$ cat src/rtl/jts_pkg.sv
// shared types and constants for the json token scanner
package jts_pkg;

  localparam logic [2:0] KIND_OBJECT = 3'd0;
  localparam logic [2:0] KIND_ARRAY  = 3'd1;
  localparam logic [2:0] KIND_END    = 3'd2;
  localparam logic [2:0] KIND_VALUE  = 3'd3;
  localparam logic [2:0] KIND_BUFEND = 3'd4;

  localparam logic [7:0] CH_QUOTE  = 8'h22;
  localparam logic [7:0] CH_COMMA  = 8'h2c;
  localparam logic [7:0] CH_COLON  = 8'h3a;
  localparam logic [7:0] CH_LBRACE = 8'h7b;
  localparam logic [7:0] CH_LBRACK = 8'h5b;
  localparam logic [7:0] CH_RBRACK = 8'h5d;
  localparam logic [7:0] CH_RBRACE = 8'h7d;
  localparam logic [7:0] CH_SLASH  = 8'h2f;
  localparam logic [7:0] CH_STAR   = 8'h2a;
  localparam logic [7:0] CH_SPACE  = 8'h20;
  localparam logic [7:0] CH_CR     = 8'h0d;
  localparam logic [7:0] CH_LF     = 8'h0a;

  localparam int FIELD_BITS = 16;
  localparam int MAX_RECS   = 3;

  typedef struct packed {
    logic [2:0]            kind;
    logic [FIELD_BITS-1:0] name_start;
    logic [FIELD_BITS-1:0] name_length;
    logic [FIELD_BITS-1:0] value_start;
    logic [FIELD_BITS-1:0] value_length;
  } rec_t;

  typedef struct packed {
    logic [1:0]               cnt;
    rec_t [MAX_RECS-1:0]      recs;
  } group_t;

  typedef struct packed {
    logic   valid;
    group_t grp;
  } push_t;

endpackage

$ cat src/rtl/jts_if.sv
// request channel interfaces for bytes in and tokens out
interface jts_byte_if;
  logic       valid;
  logic       ready;
  logic [7:0] text_byte;
  logic       final_byte;
  modport source (output valid, output text_byte, output final_byte, input ready);
  modport sink (input valid, input text_byte, input final_byte, output ready);
endinterface

interface jts_token_if;
  logic        valid;
  logic        ready;
  logic [2:0]  token_kind;
  logic [15:0] name_start;
  logic [15:0] name_length;
  logic [15:0] value_start;
  logic [15:0] value_length;
  logic        run_end;
  modport source (output valid, output token_kind, output name_start, output name_length,
                  output value_start, output value_length, output run_end, input ready);
  modport sink (input valid, input token_kind, input name_start, input name_length,
                input value_start, input value_length, input run_end, output ready);
endinterface

$ cat src/rtl/jts_front.sv
// front end: accepts bytes, tracks scanner state, builds result groups
module jts_front #(
  parameter int POSITION_BITS = 16
) (
  input  logic           clk,
  input  logic           rst,
  jts_byte_if.sink       text,
  input  logic           full,
  output jts_pkg::push_t push
);
  import jts_pkg::*;

  localparam logic [POSITION_BITS-1:0] POS_MAX = '1;

  logic [POSITION_BITS-1:0] byte_position, byte_position_next;
  logic                     reading_name, reading_name_next;
  logic                     inside_quotes, inside_quotes_next;
  logic                     line_comment, line_comment_next;
  logic                     block_comment, block_comment_next;
  logic                     saw_star, saw_star_next;
  logic                     saw_slash, saw_slash_next;
  logic [POSITION_BITS-1:0] name_start, name_start_next;
  logic [POSITION_BITS-1:0] name_length, name_length_next;
  logic [POSITION_BITS-1:0] value_start, value_start_next;
  logic [POSITION_BITS-1:0] value_length, value_length_next;

  logic       accept;
  logic [7:0] c;
  logic       skip;
  logic [1:0] n;
  rec_t [MAX_RECS-1:0] recs;

  function automatic rec_t make_rec(logic [2:0] k, logic [POSITION_BITS-1:0] ns,
                                    logic [POSITION_BITS-1:0] nl,
                                    logic [POSITION_BITS-1:0] vs,
                                    logic [POSITION_BITS-1:0] vl);
    rec_t       r;
    logic [31:0] ns_w, nl_w, vs_w, vl_w;
    ns_w = 32'(ns);
    nl_w = 32'(nl);
    vs_w = 32'(vs);
    vl_w = 32'(vl);
    r.kind         = k;
    r.name_start   = (nl != '0) ? ns_w[FIELD_BITS-1:0] : '0;
    r.name_length  = nl_w[FIELD_BITS-1:0];
    r.value_start  = (vl != '0) ? vs_w[FIELD_BITS-1:0] : '0;
    r.value_length = vl_w[FIELD_BITS-1:0];
    return r;
  endfunction

  assign text.ready = !full;
  assign accept     = text.valid && !full;
  assign c          = text.text_byte;

  always_comb begin
    byte_position_next = byte_position;
    reading_name_next  = reading_name;
    inside_quotes_next = inside_quotes;
    line_comment_next  = line_comment;
    block_comment_next = block_comment;
    saw_star_next      = saw_star;
    saw_slash_next     = saw_slash;
    name_start_next    = name_start;
    name_length_next   = name_length;
    value_start_next   = value_start;
    value_length_next  = value_length;
    recs = '0;
    n    = 2'd0;
    skip = 1'b0;

    // comment and whitespace filter
    if (!inside_quotes) begin
      skip = 1'b1;
      if (line_comment) begin
        if (c == CH_CR || c == CH_LF) line_comment_next = 1'b0;
      end else if (block_comment) begin
        if (saw_star && c == CH_SLASH) begin
          block_comment_next = 1'b0;
          saw_star_next      = 1'b0;
          saw_slash_next     = 1'b0;
        end else begin
          saw_star_next = (c == CH_STAR);
        end
      end else if (c == CH_SLASH) begin
        if (saw_slash) begin
          line_comment_next = 1'b1;
          saw_slash_next    = 1'b0;
        end else begin
          saw_slash_next = 1'b1;
        end
      end else if (c == CH_STAR && saw_slash) begin
        block_comment_next = 1'b1;
        saw_slash_next     = 1'b0;
        saw_star_next      = 1'b0;
      end else if (c > CH_SPACE) begin
        skip           = 1'b0;
        saw_slash_next = 1'b0;
        saw_star_next  = 1'b0;
      end
    end

    // token handling
    if (!skip) begin
      if (c == CH_QUOTE) begin
        inside_quotes_next = !inside_quotes;
      end else if (inside_quotes) begin
        if (reading_name) begin
          if (name_length == '0) name_start_next = byte_position;
          if (name_length != POS_MAX) name_length_next = name_length + POSITION_BITS'(1);
        end else begin
          if (value_length == '0) value_start_next = byte_position;
          if (value_length != POS_MAX) value_length_next = value_length + POSITION_BITS'(1);
        end
      end else if (c == CH_LBRACE || c == CH_LBRACK) begin
        recs[0] = make_rec((c == CH_LBRACE) ? KIND_OBJECT : KIND_ARRAY,
                           name_start, name_length, '0, '0);
        n = 2'd1;
        reading_name_next  = 1'b1;
        inside_quotes_next = 1'b0;
        name_start_next    = '0;
        name_length_next   = '0;
        value_start_next   = '0;
        value_length_next  = '0;
      end else if (reading_name) begin
        if (c == CH_COMMA) begin
          if (name_length != '0) begin
            recs[0] = make_rec(KIND_VALUE, '0, '0, name_start, name_length);
            n = 2'd1;
            reading_name_next  = 1'b1;
            inside_quotes_next = 1'b0;
            name_start_next    = '0;
            name_length_next   = '0;
            value_start_next   = '0;
            value_length_next  = '0;
          end
        end else if (c == CH_RBRACK || c == CH_RBRACE) begin
          if (name_length != '0) begin
            recs[0] = make_rec(KIND_VALUE, '0, '0, name_start, name_length);
            recs[1] = make_rec(KIND_END, '0, '0, '0, '0);
            n = 2'd2;
          end else begin
            recs[0] = make_rec(KIND_END, '0, '0, '0, '0);
            n = 2'd1;
          end
          reading_name_next  = 1'b1;
          inside_quotes_next = 1'b0;
          name_start_next    = '0;
          name_length_next   = '0;
          value_start_next   = '0;
          value_length_next  = '0;
        end else if (c == CH_COLON) begin
          reading_name_next = 1'b0;
        end else begin
          if (name_length == '0) name_start_next = byte_position;
          if (name_length != POS_MAX) name_length_next = name_length + POSITION_BITS'(1);
        end
      end else begin
        if (c == CH_COMMA || c == CH_RBRACK || c == CH_RBRACE) begin
          recs[0] = make_rec(KIND_VALUE, name_start, name_length, value_start, value_length);
          n = 2'd1;
          if (c != CH_COMMA) begin
            recs[1] = make_rec(KIND_END, '0, '0, '0, '0);
            n = 2'd2;
          end
          reading_name_next  = 1'b1;
          inside_quotes_next = 1'b0;
          name_start_next    = '0;
          name_length_next   = '0;
          value_start_next   = '0;
          value_length_next  = '0;
        end else begin
          if (value_length == '0) value_start_next = byte_position;
          if (value_length != POS_MAX) value_length_next = value_length + POSITION_BITS'(1);
        end
      end
    end

    if (byte_position != POS_MAX) byte_position_next = byte_position + POSITION_BITS'(1);

    // end of buffer closes the run and restores reset state
    if (text.final_byte) begin
      recs[n] = make_rec(KIND_BUFEND, name_start_next, name_length_next,
                         value_start_next, value_length_next);
      n = n + 2'd1;
      byte_position_next = '0;
      reading_name_next  = 1'b1;
      inside_quotes_next = 1'b0;
      line_comment_next  = 1'b0;
      block_comment_next = 1'b0;
      saw_star_next      = 1'b0;
      saw_slash_next     = 1'b0;
      name_start_next    = '0;
      name_length_next   = '0;
      value_start_next   = '0;
      value_length_next  = '0;
    end
  end

  assign push.valid    = accept && (n != 2'd0);
  assign push.grp.cnt  = n;
  assign push.grp.recs = recs;

  always_ff @(posedge clk) begin
    if (rst) begin
      byte_position <= '0;
      reading_name  <= 1'b1;
      inside_quotes <= 1'b0;
      line_comment  <= 1'b0;
      block_comment <= 1'b0;
      saw_star      <= 1'b0;
      saw_slash     <= 1'b0;
      name_start    <= '0;
      name_length   <= '0;
      value_start   <= '0;
      value_length  <= '0;
    end else if (accept) begin
      byte_position <= byte_position_next;
      reading_name  <= reading_name_next;
      inside_quotes <= inside_quotes_next;
      line_comment  <= line_comment_next;
      block_comment <= block_comment_next;
      saw_star      <= saw_star_next;
      saw_slash     <= saw_slash_next;
      name_start    <= name_start_next;
      name_length   <= name_length_next;
      value_start   <= value_start_next;
      value_length  <= value_length_next;
    end
  end

endmodule

$ cat src/rtl/jts_queue.sv
// two-entry queue of result groups between front and back
module jts_queue (
  input  logic            clk,
  input  logic            rst,
  input  jts_pkg::push_t  push,
  output logic            full,
  output logic            head_valid,
  output jts_pkg::group_t head,
  input  logic            pop
);
  import jts_pkg::*;

  group_t     entries [2];
  logic       wr_ptr;
  logic       rd_ptr;
  logic [1:0] count;

  assign full       = (count == 2'd2);
  assign head_valid = (count != 2'd0);
  assign head       = entries[rd_ptr];

  always_ff @(posedge clk) begin
    if (push.valid) entries[wr_ptr] <= push.grp;
  end

  always_ff @(posedge clk) begin
    if (rst) begin
      wr_ptr <= 1'b0;
      rd_ptr <= 1'b0;
      count  <= 2'd0;
    end else begin
      if (push.valid) wr_ptr <= !wr_ptr;
      if (pop) rd_ptr <= !rd_ptr;
      count <= count + {1'b0, push.valid} - {1'b0, pop};
    end
  end

endmodule

$ cat src/rtl/jts_back.sv
// back end: unpacks result groups into single token requests
module jts_back (
  input  logic            clk,
  input  logic            rst,
  input  logic            head_valid,
  input  jts_pkg::group_t head,
  output logic            pop,
  jts_token_if.source     tokens
);
  import jts_pkg::*;

  logic [1:0] idx;
  logic       load;
  logic       last;
  rec_t       cur;

  assign load = head_valid && (!tokens.valid || tokens.ready);
  assign last = (idx == head.cnt - 2'd1);
  assign cur  = head.recs[idx];
  assign pop  = load && last;

  always_ff @(posedge clk) begin
    if (rst) begin
      idx          <= 2'd0;
      tokens.valid <= 1'b0;
    end else begin
      if (load) begin
        idx          <= last ? 2'd0 : idx + 2'd1;
        tokens.valid <= 1'b1;
      end else if (tokens.ready) begin
        tokens.valid <= 1'b0;
      end
    end
  end

  always_ff @(posedge clk) begin
    if (load) begin
      tokens.token_kind   <= cur.kind;
      tokens.name_start   <= cur.name_start;
      tokens.name_length  <= cur.name_length;
      tokens.value_start  <= cur.value_start;
      tokens.value_length <= cur.value_length;
      tokens.run_end      <= last;
    end
  end

endmodule

$ cat src/rtl/json_token_scanner_core.sv
// json token scanner top level
//
// usage: bytes of a json buffer enter on the text channel, one request per
// byte, with final_byte set on the last byte of the buffer. token events
// leave on the tokens channel, one request per event; run_end marks the last
// event caused by one byte. a byte that causes no event produces nothing.
// throughput: one byte per cycle while the queue is not full. the front keeps
// the whole scanner state in one register stage and settles each byte in the
// cycle it is taken; the back sends one event per cycle while the receiver is
// ready, so a byte with two or three events (closing bracket after a value,
// end of buffer) holds the back for each event, and the two-entry queue
// absorbs it. a byte's tokens pass through the queue and the output register.
// reset (rst, synchronous) clears the scanner state to the start of a buffer
// and empties the queue and the output register.
// when the receiver stalls, the output register holds its token, the queue
// fills, and text.ready drops once both queue entries are occupied.
module json_token_scanner_core #(
  parameter int POSITION_BITS = 16
) (
  input  logic        clk,
  input  logic        rst,
  jts_byte_if.sink    text,
  jts_token_if.source tokens
);
  import jts_pkg::*;

  push_t  push;
  logic   full;
  logic   head_valid;
  group_t head;
  logic   pop;

  jts_front #(.POSITION_BITS(POSITION_BITS)) u_front (
    .clk  (clk),
    .rst  (rst),
    .text (text),
    .full (full),
    .push (push)
  );

  jts_queue u_queue (
    .clk        (clk),
    .rst        (rst),
    .push       (push),
    .full       (full),
    .head_valid (head_valid),
    .head       (head),
    .pop        (pop)
  );

  jts_back u_back (
    .clk        (clk),
    .rst        (rst),
    .head_valid (head_valid),
    .head       (head),
    .pop        (pop),
    .tokens     (tokens)
  );

endmodule

$ cat src/flat_wrapper.sv
// flat-port wrapper written by rule: the top's interface ports become plain ports
module json_token_scanner_core_flat import jts_pkg::*;
#(
  parameter int POSITION_BITS = 16
)
  (clk, rst, text_valid, text_text_byte, text_final_byte, text_ready, tokens_valid, tokens_token_kind, tokens_name_start, tokens_name_length, tokens_value_start, tokens_value_length, tokens_run_end, tokens_ready);
  jts_byte_if text_i ();
  jts_token_if tokens_i ();
  input  logic clk;
  input  logic rst;
  input wire logic [$bits(text_i.valid)-1:0] text_valid;
  input wire logic [$bits(text_i.text_byte)-1:0] text_text_byte;
  input wire logic [$bits(text_i.final_byte)-1:0] text_final_byte;
  output wire logic [$bits(text_i.ready)-1:0] text_ready;
  output wire logic [$bits(tokens_i.valid)-1:0] tokens_valid;
  output wire logic [$bits(tokens_i.token_kind)-1:0] tokens_token_kind;
  output wire logic [$bits(tokens_i.name_start)-1:0] tokens_name_start;
  output wire logic [$bits(tokens_i.name_length)-1:0] tokens_name_length;
  output wire logic [$bits(tokens_i.value_start)-1:0] tokens_value_start;
  output wire logic [$bits(tokens_i.value_length)-1:0] tokens_value_length;
  output wire logic [$bits(tokens_i.run_end)-1:0] tokens_run_end;
  input wire logic [$bits(tokens_i.ready)-1:0] tokens_ready;
  assign text_i.valid = text_valid;
  assign text_i.text_byte = text_text_byte;
  assign text_i.final_byte = text_final_byte;
  assign text_ready = text_i.ready;
  assign tokens_valid = tokens_i.valid;
  assign tokens_token_kind = tokens_i.token_kind;
  assign tokens_name_start = tokens_i.name_start;
  assign tokens_name_length = tokens_i.name_length;
  assign tokens_value_start = tokens_i.value_start;
  assign tokens_value_length = tokens_i.value_length;
  assign tokens_run_end = tokens_i.run_end;
  assign tokens_i.ready = tokens_ready;
  json_token_scanner_core #(.POSITION_BITS(POSITION_BITS)) u_core (.clk(clk), .rst(rst), .text(text_i), .tokens(tokens_i));
endmodule
$ cat config.mk
export PLATFORM = sky130hd
export DESIGN_NAME = json_token_scanner_core_flat
export DESIGN_NICKNAME = d
export VERILOG_FILES = /design/src/rtl/jts_pkg.sv /design/src/rtl/jts_if.sv /design/src/rtl/jts_front.sv /design/src/rtl/jts_queue.sv /design/src/rtl/jts_back.sv /design/src/rtl/json_token_scanner_core.sv /design/src/flat_wrapper.sv
export SDC_FILE = /design/constraint.sdc
export NUM_CORES = 1
export LEC_CHECK = 0
export ABC_AREA = 1
export BUFFER_PORTS_ARGS = -buffer_cell sky130_fd_sc_hd__buf_2
export CORE_MARGIN = 3
export CORE_UTILIZATION = 35
export CTS_BUF_LIST = sky130_fd_sc_hd__clkbuf_8
export CTS_CLUSTER_DIAMETER = 30
export DETAILED_ROUTE_END_ITERATION = 8
export GPL_TIMING_DRIVEN = 0
export PLACE_DENSITY = 0.52
export SLEW_MARGIN = 20
export SYNTH_ARGS = -nofsm -noshare
export SYNTH_HDL_FRONTEND = slang
export SYNTH_SLANG_ARGS = --single-unit
export TNS_END_PERCENT = 100
$ cat constraint.sdc
create_clock -name clk -period 36.7 [get_ports clk]
set_input_delay 5.505 -clock clk [delete_from_list [all_inputs] [get_ports clk]]
set_output_delay 5.505 -clock clk [all_outputs]
set_load 0.02 [all_outputs]
-- Word-level counts from Yosys, hierarchy flattened
Memory sizes are Yosys's and may differ from the RTL's. A register that Yosys moved wholly into a read port is not among the register bits.
Cells that the tools add are included.
- register bits: 161
- RAM bits: 406
- memories: 1
- word-level logic and storage cells: 240
- memories (name ; words ; width ; rd ports ; clocked after memory_dff ; write ports ; line ; RTL):
    u_core.u_queue.entries ; 2 ; 203 ; 1 ; 1 ; 1 ; jts_queue.sv:13 ; group_t entries [2];
- equal/unequal tests: 23
- add/sub/neg operators: 8
- $lt $le $gt $ge: 4
- reductions and logical operators: 37
- multiplexer cells: 145
- operators with widths (cell ; number):
    16-bit 2-to-1 mux ; 56
    134-bit 2-to-1 mux ; 4
    67-bit 2-to-1 mux ; 6
    133-bit 2-to-1 mux ; 2
    201-bit bitwise mux ; 1
    201-bit 2-to-1 mux ; 1
    66-bit 2-to-1 mux ; 3
    67-bit binary-select mux with 2-bit select ; 1
    67-bit demux with 2-bit select ; 1
    65-bit 2-to-1 mux ; 1
    16-bit nonzero test ; 4
    1-bit 2-to-1 mux ; 57
    16-bit by 1-bit adder with 16-bit output, second input constant ; 3
    16-bit inequality test, second input constant ; 3
    8-bit by 6-bit equality test with 1-bit output, second input constant ; 5
    8-bit by 7-bit equality test with 1-bit output, second input constant ; 4
    16-bit zero test ; 2
    2-bit 2-to-1 mux ; 12
    8-bit by 4-bit equality test with 1-bit output, second input constant ; 2
    5-bit AND reduction ; 2
    8-bit by 6-bit greater-than comparator with 1-bit output, second input constant ; 1
    2-bit inequality test, second input constant ; 4
    8-bit by 6-bit inequality test with 1-bit output, second input constant ; 1
    2-bit nonzero test ; 4
    other kinds (18) ; 37

-- Logic depth before layout (Yosys ltp)
Gate-level depths: netlist (run 1).
- depth after elaboration: 15
- mapped depth: 24
- depth with buffers taken out: 23

-- Modules after synthesis
A second synthesis (run 1) with hierarchy kept.
- cell total of the unflattened synthesis: 2716
- area, all modules: 28681.3 µm²
- modules (own cells, without submodules) (module ; cells an instance ; area an instance (µm²) ; instances):
    jts_queue ; 663 ; 15583.7 ; 1
    jts_front ; 1648 ; 8813.5 ; 1
    jts_back ; 405 ; 4284.1 ; 1

-- Least setup slack after synthesis (run 1)
OpenSTA, ideal clock, no wires.
- path kind: input to register
- start point: input port text_text_byte[7]
- end point: memory u_core.u_queue.entries[0][0] in the netlist's numbering, enable pin
- arrival: 15.806 ns
- data required time: 35.937 ns
- cell stages on the path: 19
- path slack: 20.131 ns
- cells stage by stage: inv_1 nand2_1 nor2_2 nand2_1 nand3_1 nor2_1 nor2_2 nor2_8 buf_2 nand2_1 nor2_1 inv_1 nor2_1 inv_1 ha_1 inv_1 o211ai_1 nand2_1 nor2_1
- cells in the longest elaborated chain, start to end: 15
- RTL lines (element ; line ; RTL):
    start: declaration ; flat_wrapper.sv:12 ; input wire logic [$bits(text_i.text_byte)-1:0] text_text_byte;
    parallel branches: the longest is 8 deep, another holds 8-bit by 6-bit greater-than comparator with 1-bit output ; - ;
    2-bit 2-to-1 mux * ; jts_front.sv:103 ; if (!skip) begin
    2-bit by 1-bit adder with 2-bit output ; jts_front.sv:184 ; n = n + 2'd1;
    2-bit 2-to-1 mux * ; jts_front.sv:181 ; if (text.final_byte) begin
    2-bit nonzero test * ; jts_front.sv:199 ; assign push.valid = accept && (n != 2'd0);
    1-bit logical AND * ; jts_front.sv:199 ;
    1-bit 2-to-1 mux * ; jts_queue.sv:23 ; if (push.valid) entries[wr_ptr] <= push.grp;
    1-bit 2-to-1 mux (not written as such) * ; jts_queue.sv:23 ;
    end: declaration ; jts_queue.sv:13 ;
Every way passes the cells marked *.

==> summary.txt, run 1 <==
Run status
  – Status: completed

Worst setup path
  – CP dominant cell by count: nand2_1
  – WP buf/inv: 7
  – Reg2Reg Launch Point: u_core.u_front.block_comment
  – Slowest stage delay, CP: 410 ps
  – Startpoint class of the critical path: input pin
  – Reg2reg end: u_core.u_queue.entries[0][61]
  – Worst Path Required: approximately 37000 ps
  – FF-to-FF path depth: 20
  – CP Capture Type: flip-flop
  – Reg-to-reg slack, setup: between 30000 and 40000 ps
  – Crit-path slowest cell: nand3_1
  – Crit-path leading delay family: simple AND/OR/NAND/NOR gates
  – Worst path arrival time: 10100 ps
  – Crit Path Max Fanout: 10
  – Worst path cell trace: buf_2 > nand2_1 > nor2_2 > nand2_1 > nand2_1 > nor2_1 > nor2_2 > nor2_8 > buf_2 > nand2_1 > nor2_1 > inv_1 > nor2_1 > inv_1 > ha_1 > nand2_1 > clkinv_1 > nor2_1 > nand3_1 > inv_1 > clkbuf_1 > nand3_1 > nand2_1
  – Setup CP Type: in -> reg

Detailed routing
  – Routed wire per std cell: ~24 um
  – WL final: 97770 um
  – Residual DRC: 0
  – Pre-antenna DRT Iters: 7
  – Antenna viol nets, final: 0
  – Routed via count: between 20000 and 25000
  – Via density: between 5 and 6
  – 1st-iter DRT viols: 2256

Synthesis
  – Register area share after synthesis: 61.06%
  – Post-Synthesis Cells: approximately 2800
  – Ys Warns: 0
  – Mapped Avg Cell Area: roughly 9.4 um2
  – Post-synth EDFFs: around 470
  – Synth cell types: 54
  – Async S/R FF share, synth: 0%
  – Main synth FF type: edfxtp_1
  – Synthesized area: about 26000 um2
  – Seq cells post-synth: 562
  – Mapped Nets: 2786

Floorplanning
  – Die area: 77870 um2
  – Ports: between 80 and 90
  – Chip Height: 279.1 um
  – Die W: around 280 um
  – Core area: 73450 um2
  – Initial Util: 35.53%
  – Cell Rows: 99

Global routing
  – Gr ovfl total: 0
  – First-pass GRT wire length: between 100000 and 150000 um
  – Largest net degree at the start of global routing: a little under 100
  – GRT Resource Usage Total: about a quarter
  – Initial antenna violation count: 3
  – Number of global-route vias before repair: ~21000

Clock tree
  – Clk sink count: 562
  – Clk pin slew, worst setup/hold paths: 50 ps
  – Total CTS buffers: approximately 130
  – CTS resizes: 0
  – CTS tree: yes
  – Hold_buf cts: 0
  – H-Tree Depth: 4
  – Worst skew pair latency: around 800 ps
  – Max Root-Sink Buffers: 3
  – Post-CTS Setup Bufs: 0
  – Clock root buffer: clkbuf_8

Placement
  – Port bufs: 81
  – Dpl hpwl: 71950 um
  – Gp weighted congestion: 0.9668

STA
  – Worst slew pin tran: around 1200 ps
  – Rel. slew slack: 20.75%
  – Max Fclk: around 100 MHz
  – Fin Setup TNS: 0 ps
  – Hold Fails Final Rpt: 0
  – Crit path time final: 9529 ps
  – Final Slew Violations: 0
  – RSZ-0062 raised after global routing: false
  – Final setup viols: 0
  – Clk_skew: 30.25 ps
  – Period utilisation layout: around a quarter

Pwr
  – P_int: around 0.0014 W
  – Clock power share: between 30% and 40%
  – Sw Share: 34.60%
  – Combinational share of power: 25.5%
  – Maximum VDD drop: approximately 0.030 mV
  – Sequential power share: 39.3%
  – Power per cell area: ~68 nW/um2
  – PnR Total Power: 0.002087 W
  – Pleak: 11.08 nW
  – Net Switching: slightly above 0.0007 W

Hold path
  – Worst hold path class: reg -> reg
  – Hold Crit Depth: 2
  – HP Start: u_core.u_front.value_start[0]
  – Worst Hold Path EP: u_core.u_front.value_start[0]

Finish
  – Synth-to-Final Area Change: 18.10%
  – Commonest cells after routing, fill and taps aside: 510 x nand2_1, 468 x edfxtp_1, 457 x nor2_1
  – Fin nets: between 3000 and 4000
  – Post-layout utilization of the core: 41.96%
  – Ratio of cells with drive above 1 in the final layout: 11.78%
  – Fillers: around 7000
  – Commonest non-fill, non-tap cell in the layout: nand2_1

Flow run
  – Max Cap Viol: 0
==> logic make-up (layout without fill, tap and decap cells) <==
family / after synthesis / count (layout) / share of synthesized area (%)
fa+ha+maj: 10 / 10 / 0.4795
other cells: 0 / 2 / 0
compound gates: 627 / 627 / 13.81
xor+xnor: 7 / 7 / 0.2349
simple gates: 1202 / 1202 / 19.01
mux: 1 / 1 / 0.03836
buf+inv: 354 / 689 / 5.365
flops: 562 / 562 / 61.06
==> worst min-delay path: stages (launching register included) <==
cell	delay, ps
dfxtp_1	310
nand2_1	60
a21oi_1	50
==> power by group through the flow <==
stage / Clock [W] / Sequential [W] / Combinational [W]
finish: 0.000735 / 0.000820 / 0.000532
global route: 0.000785 / 0.000828 / 0.000573
CTS: 0.000751 / 0.000821 / 0.000533
detailed placement: 0 / 0.000833 / 0.000531
global placement: 0 / 0.000854 / 0.000508
floorplan: 0 / 0.000896 / 0.000247
==> final cells by class <==
type | instances | area, um2 | share of cell area, %
buffer | 172 | 718.2 | 2.330
tap | 959 | 1200 | 3.893
clock inverter | 94 | 721.9 | 2.342
antenna | 2 | 5.005 | 0.01624
inverter | 182 | 690.7 | 2.241
clock buffer | 145 | 1996 | 6.475
timing repair buffer | 96 | 773.2 | 2.509
multi-input combinational | 1847 | 8780 | 28.49
sequential | 562 | 15940 | 51.71
==> synth_stat cells, types with 18 or more instances <==
cell | count | area, um2
inv_1 | 172 | 645.6
o32ai_1 | 19 | 166.4
clkbuf_1 | 130 | 488.0
nor2_1 | 458 | 1719
nor3_1 | 29 | 145.1
nand3_1 | 150 | 750.7
o22ai_1 | 79 | 494.2
buf_2 | 18 | 90.09
edfxtp_1 | 468 | 14050
nand2_1 | 510 | 1914
o21ai_0 | 332 | 1662
dfxtp_1 | 94 | 1882
o221ai_1 | 26 | 227.7
nand4_1 | 19 | 118.9
a21oi_1 | 100 | 500.5
==> stage by stage <==
| stage | instances | setup slack, ps | hold WS [ps] | cell area [um2] |
|---|---|---|---|---|
| after floorplan | 2763 | 20130 | 443.2 | 26100 |
| after global routing | 4058 | 26840 | 505.7 | 30820 |
| after CTS | 4057 | 27390 | 483.9 | 30810 |
| after global placement | 3803 | 13840 | 463.2 | 27700 |
| final | 4059 | 27170 | 480.2 | 30820 |
| after detailed placement | 3818 | 26530 | 473.3 | 28100 |
==> sequential cells by signal, indices dropped and copies added, names as in the netlist, 2 cells and up, named ones only <==
signal / count
u_core.u_back.tokens.value_start: 16
u_core.u_front.name_length: 16
u_core.u_queue.entries: 400
u_core.u_queue.count: 2
u_core.u_back.idx: 2
u_core.u_front.value_length: 16
u_core.u_front.value_start: 16
u_core.u_back.tokens.token_kind: 3
u_core.u_back.tokens.name_length: 16
u_core.u_back.tokens.name_start: 16
u_core.u_back.tokens.value_length: 16
u_core.u_front.name_start: 16
u_core.u_front.byte_position: 16
==> worst max-delay path by stage <==
| stage | start | end | slack, ps | depth (start not counted) |
|---|---|---|---|---|
| floorplan | text_text_byte[7] | u_core.u_queue.entries[0][0] | 20130 | 19 |
| global placement | text_text_byte[4] | u_core.u_queue.entries[0][166] | 13840 | 20 |
| detailed placement | text_text_byte[5] | u_core.u_queue.entries[0][166] | 26530 | 23 |
| CTS | text_text_byte[4] | u_core.u_queue.entries[0][202] | 27390 | 24 |
| global route | text_text_byte[0] | u_core.u_queue.entries[0][59] | 26840 | 24 |
| finish | text_text_byte[5] | u_core.u_queue.entries[0][61] | 27170 | 23 |
==> layer usage <==
layer / part of all wire, % / wire length [um] / GRT usage [%] / vias up
met5: 0 / 0 / 0 / -
met4: 3.8 / 3758 / 10.56 / 0
met3: 8.0 / 7838 / 5.334 / 169
met2: 46 / 44580 / 39.23 / 927
met1: 43 / 41590 / 33.40 / 10830
li1: - / - / - / 10150
Power figures use the tool's default switching activity.
==> run 2, diff against run 1 <==
PLACE_DENSITY = 0.54   (was 0.52)
clock period = 7.7 ns   (was 36.7 ns; I/O delays follow)
==> summary.txt, run 2 (synthesis gave the netlist of run 1 again) <==
Run status
  – Status: completed

Worst setup path
  – Worst Path Required: 8260 ps (-29010 ps)
  – Crit Path Max Fanout: 10 (unchanged)
  – Setup CP Type: in -> reg
  – Worst path arrival time: 5790 ps (-4310 ps)
  – FF-to-FF path depth: 19 (-5.0%)
  – CP Capture Type: flip-flop
  – Startpoint class of the critical path: input pin
  – Reg-to-reg slack, setup: 2570 ps (-29230 ps)

Global routing
  – GRT Resource Usage Total: 24.62% (-0.30 points)
  – Largest net degree at the start of global routing: 90 (-7.2%)
  – Number of global-route vias before repair: 21280 (-0.80%)
  – First-pass GRT wire length: 141300 um (-1.0%)
  – Gr ovfl total: 0 (unchanged)
  – Initial antenna violation count: 3 (unchanged)

Finish
  – Sequential cell area: 15940 um2 (unchanged)
  – Multi-input logic area: 8780 um2 (unchanged)
  – Largest Register: u_core.u_queue.entries
  – Fin nets: 3004 (-0.36%)
  – Ratio of cells with drive above 1 in the final layout: 11.56% (-0.22 points)
  – Commonest non-fill, non-tap cell in the layout: nand2_1
  – Commonest cells after routing, fill and taps aside: 510 x nand2_1, 468 x edfxtp_1, 457 x nor2_1
  – Synth-to-Final Area Change: 18.50%
  – Fillers: 7167 (-0.49%)
  – Max FFs per register: 400 (unchanged)

Detailed routing
  – Routed via count: 22030 (-0.21%)
  – WL final: 97560 um (-0.21%)
  – Routed wire per std cell: 24.09 um (about the same)
  – Pre-antenna DRT Iters: 6 (-1)
  – Via density: 5.440 (about the same)
  – 1st-iter DRT viols: 2422 (+7.4%)
  – Antenna viol nets, final: 0 (unchanged)
  – Residual DRC: 0 (unchanged)

Floorplanning
  – Die area: 77870 um2 (unchanged)
  – Chip Height: 279.1 um (unchanged)
  – Cell Rows: 99 (unchanged)
  – Core area: 73450 um2 (unchanged)
  – Ports: 83 (unchanged)
  – Die W: 279.1 um (unchanged)
  – Initial Util: 35.53% (unchanged)

Clock tree
  – Clock root buffer: clkbuf_8
  – H-Tree Depth: 3 (-1)
  – Hold_buf cts: 0 (unchanged)
  – Clk pin slew, worst setup/hold paths: 60 ps (about the same)
  – Total CTS buffers: 121 (-7.6%)
  – Clk sink count: 562 (unchanged)
  – CTS resizes: 0 (unchanged)
  – Max Root-Sink Buffers: 3 (unchanged)
  – CTS tree: yes
  – Worst skew pair latency: 770 ps (about the same)
  – Post-CTS Setup Bufs: 0 (unchanged)

Placement
  – Port bufs: 81 (unchanged)
  – DP Worst Slack: 1815 ps (-24720 ps)
  – Gp weighted congestion: 0.9628 (-0.41%)
  – Dpl hpwl: 72160 um (+0.29%)

STA
  – Max Fclk: 191.5 MHz
  – Hold Fails Final Rpt: 0 (unchanged)
  – Rel. slew slack: 23.98% (+3.2 points)
  – Hold_ws: 477.7 ps (-2.507 ps)
  – Final Slew Violations: 0 (unchanged)
  – Crit path time final: 5222 ps
  – Clk_skew: 54.45 ps (+24.20 ps)
  – Final setup viols: 0 (unchanged)
  – Fin Setup TNS: 0 ps (unchanged)
  – RSZ-0062 raised after global routing: false
  – Worst slew pin tran: 1140 ps (-48.47 ps)
  – Period utilisation layout: 67.82%
  – Final setup margin: 2478 ps (-24690 ps)

Hold path
  – Hold Crit Depth: 1 (-1)
  – Worst hold path class: reg -> reg

Pwr
  – Pleak: 11.15 nW (+0.67%)
  – PnR Total Power: 0.01018 W (+390%)
  – Maximum VDD drop: 0.1395 mV (+370%)
  – Power per cell area: 329.1 nW/um2 (+390%)

Flow run
  – Max Cap Viol: 0 (unchanged)
run 2: final timing paths:
kind,startpoint,to
worst max-delay path,text_text_byte[5],u_core.u_queue.entries[0][59]
worst min-delay path,u_core.u_queue.count[1],u_core.u_queue.count[1]
worst max register to register,u_core.u_front.name_length[0],u_core.u_queue.entries[0][59]
worst min register to register,u_core.u_queue.count[1],u_core.u_queue.count[1]
run 2: layout make-up:
type                            count  area share (%)
Sequential cell                   562           51.53
Multi-Input combinational cell   1847           28.39
Clock buffer                      123           5.474
Tap cell                          959           3.880
Clock inverter                    108           3.726
Timing Repair Buffer               95           2.436
Buffer                            172           2.322
Inverter                          182           2.233
Antenna cell                        1        0.008092
run 2: per-layer routing:
metal / wire length [um] / global-route usage, % / share of wire, %
met5: 0 / 0 / 0
met3: 7379 / 4.498 / 7.6
met2: 43330 / 38.02 / 44
met1: 42830 / 34.20 / 44
met4: 4021 / 10.24 / 4.1
run 2: report_power, final:
part           switching (W)  leakage (nW)  internal [W]  total (W)
combinational        0.00188          4.48      0.000650    0.00253
sequential          0.000112          5.15       0.00379    0.00391
clock                0.00145          1.52       0.00229    0.00375
run 2: worst max-delay path, cell delays in order:
cell and delay, ps:
buf_2 160, nand2_1 100, nor2_2 70, nand2_1 120
nand2_1 110, nor2_1 140, nor2_2 90, nor2_8 220
buf_2 340, nand2_1 120, nor2_1 150, inv_1 130
nor2_1 160, inv_1 130, ha_1 210, nand2_1 210
clkinv_1 470, nor2_1 270, nand3_1 390, inv_1 320
clkbuf_1 340, nand3_1 120, nand2_1 240
run 2: metrics by stage:
step,cell area (um2),cells,util [%]
2_1_floorplan,26100,2763,-
3_3_place_gp,27710,3803,37.72
3_5_place_dp,28080,3817,38.22
4_1_cts,30920,4048,42.10
5_1_grt,30920,4049,42.10
6_report,30920,4049,42.10
